==> src/sv/tbdl_pkg.sv <==
// Package with shared constants and types for the timer bank due list.
package tbdl_pkg;

    localparam int NUM_TIMERS_DEF = 16;
    localparam int SLOT_W = 4;
    localparam int TICK_W = 64;
    localparam int MASK_W = 16;

    localparam logic [1:0] CMD_ARM    = 2'd0;
    localparam logic [1:0] CMD_CANCEL = 2'd1;
    localparam logic [1:0] CMD_TICK   = 2'd2;
    localparam logic [1:0] CMD_UNUSED = 2'd3;

    // Slot data that travels along the list of cells
    typedef struct packed {
        logic [SLOT_W-1:0] slot;
        logic [TICK_W-1:0] due;
        logic [TICK_W-1:0] per;
    } entry_t;

endpackage

==> src/sv/tbdl_cell.sv <==
// One list cell: holds one armed slot and shifts toward the head on removal.
module tbdl_cell
(
    input  logic            clk,
    input  logic            rst_n,
    input  logic            load,
    input  tbdl_pkg::entry_t load_val,
    output tbdl_pkg::entry_t q
);
    import tbdl_pkg::*;

    entry_t e_reg;

    assign q = e_reg;

    // Capture new contents when told
    always_ff @(posedge clk or negedge rst_n)
    begin
        if (!rst_n)
        begin
            e_reg <= '0;
        end
        else if (load)
        begin
            e_reg <= load_val;
        end
    end

endmodule

==> config.mk <==
export PLATFORM = sky130hd
export DESIGN_NAME = tbdl_cell
export DESIGN_NICKNAME = d
export VERILOG_FILES = /design/src/sv/tbdl_pkg.sv /design/src/sv/tbdl_cell.sv
export SDC_FILE = /design/constraint.sdc
export NUM_CORES = 1
export LEC_CHECK = 0
export ABC_AREA = 1
export ABC_CLOCK_PERIOD_IN_PS = 800
export BUFFER_PORTS_ARGS = -buffer_cell sky130_fd_sc_hd__buf_4
export CAP_MARGIN = 20
export CORE_MARGIN = 4
export CORE_UTILIZATION = 40
export DETAILED_ROUTE_END_ITERATION = 10
export PLACE_DENSITY = 0.75
export SLEW_MARGIN = 25
export SYNTH_ARGS = -nofsm -noshare
export SYNTH_HDL_FRONTEND = slang
export SYNTH_SLANG_ARGS = --single-unit
==> constraint.sdc <==
create_clock -name clk -period 0.8 [get_ports clk]
set_input_delay 0.04 -clock clk [delete_from_list [all_inputs] [get_ports clk]]
set_output_delay 0.04 -clock clk [all_outputs]
set_load 0.03 [all_outputs]
==> impl_metrics.ini <==
[detailed_routing]
final_antenna_net_count = 0
drt_wl_total_mm = 23.56
dr_total_vias = 6040
drt_first_pass_iters = 5
detail_route.wl_per_cell_um = 19.33
drtIter0Drc = 448
viasPerCell = 4.955
drc = 0

[final_layout]
area_delta_synth_final_pct = 105.7
diodes = 0
drive_gt1_share_pct = 38.34
multiInputGateArea_um2 = 1529
final_cell_count_no_fill = 1219
largest_register_ff_count = 132
seq_area_um2 = 3303
fillers = 528
fin_nets = 1173

[global_route]
grt_overflow = 0
grt_pass1_wl_mm = 32.81
grt_max_degree = 70
grtUsageTotal_pct = 29.33
grt_pass1_vias = 6295
antenna_found_initial = 0

[sta]
finalCritPeriodShare_pct = 133.1
hold_viol = 0
setup_ws_ns = -0.2648
slew_violations = 0
rsz0062_at_grt = true
worst_pin_slew_ns = 0.3235
max_clock_freq_ghz = 0.9392
tns_ns = -27.08
fin_crit_ns = 1.065
setup_viol_count_final = 146
fin_skew_ns = 0
slew_headroom_pct = 78.43

[setup_path]
critPathMaxStageDelay_ns = 0.44
r2r_start = q[109]
worstRegToRegCells = 4
worstPathArrival_ns = 1.02
crit_type = register to output port
worst-path-max-fanout = 2
endpoint = q[102]
r2r-end = q[109]
worstPathCellList = buf_6
cp_slowest_cell = dfrtp_1
path_delay_family = flip-flops
crit_path_end_kind = output port
cp_num_cells = 1
start_kind = register
worst-path-buf-inv = 1
rrSetupSlack_ns = -0.10
startpoint = q[102]
required_ns = 0.76

[clock_tree]
clk_latency_ns = 0.41
cts_max_path_buffers = 2
tritoncts = yes
cts-htree-levels = 4
clkTransAtPathRegs_ns = 0.07
numCtsBuffers = 17
cts.sinks = 132
cts-root-buf = clkbuf_16

[logic_synthesis]
synth.top_cell.area_share_pct = 65.77
synth_nets = 693
yosysTopAreaCell = dfrtp_1
syn_avg_cell_area_um2 = 9.001
ys_ff_latch = 132
syn_inst = 558
syn_area_um2 = 5022
yosysWarningCount = 0
synth_area_leaders = dfrtp_1, nand2_1, buf_6
synthDistinctLibCells = 6
ys_seq_area_share_pct = 65.77

[placement]
dp_cells = 978
gp_congestion = 0.7803
io_buffers = 266
pre_cts_ws_ns = 0.03016
dp_hpwl_mm = 10.85

[floorplan]
fp.dieH_um = 120.1
core_um2 = 12160
die_area_um2 = 14410
die_w_um = 120.1
start_util_pct = 41.30
pin_count = 267
rows = 40

[outcome]
violations = negative setup slack
status = finished, violations left

[pwr]
total_power_mw = 21.97
powerDensity_nw_per_um2 = 2126
irDropWorstVdd_uv = 1382
p_leak_nw = 5.575

[worst_hold_path]
hp-class = input port to async pin

[job]
maxCapViolCount = 0
[synth_stat cells (all sizes together)]
master / count
inv: 1
nand2: 396
dfrtp: 132
buf: 29
[where the power goes]
part / leakage, nW / internal, mW / switching [mW]
sequential: 1.61 / 7.28 / 0.527
combinational: 3.66 / 2.73 / 2.84
clock: 0.308 / 5.59 / 3.01
[cells in the final DEF (no fill, tap or decap)]
cell type	Yosys	final
nand2_1	396	383
buf_4	10	212
buf_6	9	136
dlygate4sd3_1	0	133
dfrtp_1	132	132
clkbuf_16	0	17
nand2_2	0	11
buf_12	0	9
bufinv_16	0	5
clkinv_2	0	4
clkinvlp_4	0	4
nand2_4	0	2
inv_4	1	1
clkbuf_8	0	1
clkinv_4	0	1
[how the worst min path moves through the flow]
stage	start	to	depth (start not counted)
5_1_grt	rst_n	q[82]	2
6_report	rst_n	q[82]	2
2_1_floorplan	rst_n	q[0]	0
3_3_place_gp	rst_n	q[83]	1
4_1_cts	rst_n	q[83]	2
3_5_place_dp	rst_n	q[83]	1
[cell type report]
class | count | share of cell area (%)
timing repair buffer | 490 | 44.86
sequential | 132 | 31.97
multi-input combinational | 396 | 14.80
clock buffer | 18 | 4.251
tap | 168 | 2.035
clock inverter | 14 | 2.023
inverter | 1 | 0.06055
[metrics by stage]
step	cell area (µm²)	hold slack (ns)	util [%]
global placement	7228	-0.04645	59.43
CTS	9936	0.04337	81.70
finish	10330	0.06221	84.95
floorplan	5022	-0.2556	-
detailed placement	7228	-0.04891	59.43
global route	10330	0.07387	84.95
[logic make-up after synthesis]
logic type	after synthesis	share of synthesized area, %
simple gates	396	29.60
buf+inv	30	4.634
flops	132	65.77
[timing repair]
item | 4_1_cts | 5_1_grt
pin swaps | 0 | 4
hold buffers | 133 | 0
buffers inserted | 31 | 48
endpoints found under the setup margin | 132 | 138
gates resized for setup | 132 | 19
endpoints found under the hold margin | 264 | 0
[per-layer routing]
metal	global-route usage (%)	part of all wire (%)	up-vias	wire, µm
met2	52.37	53	417	12380
met1	31.24	34	2898	8037
met4	14.32	4.7	0	1114
met5	0	0	-	0
met3	9.142	8.6	93	2029
li1	-	-	2632	-
(Power assumes the default switching activity.)
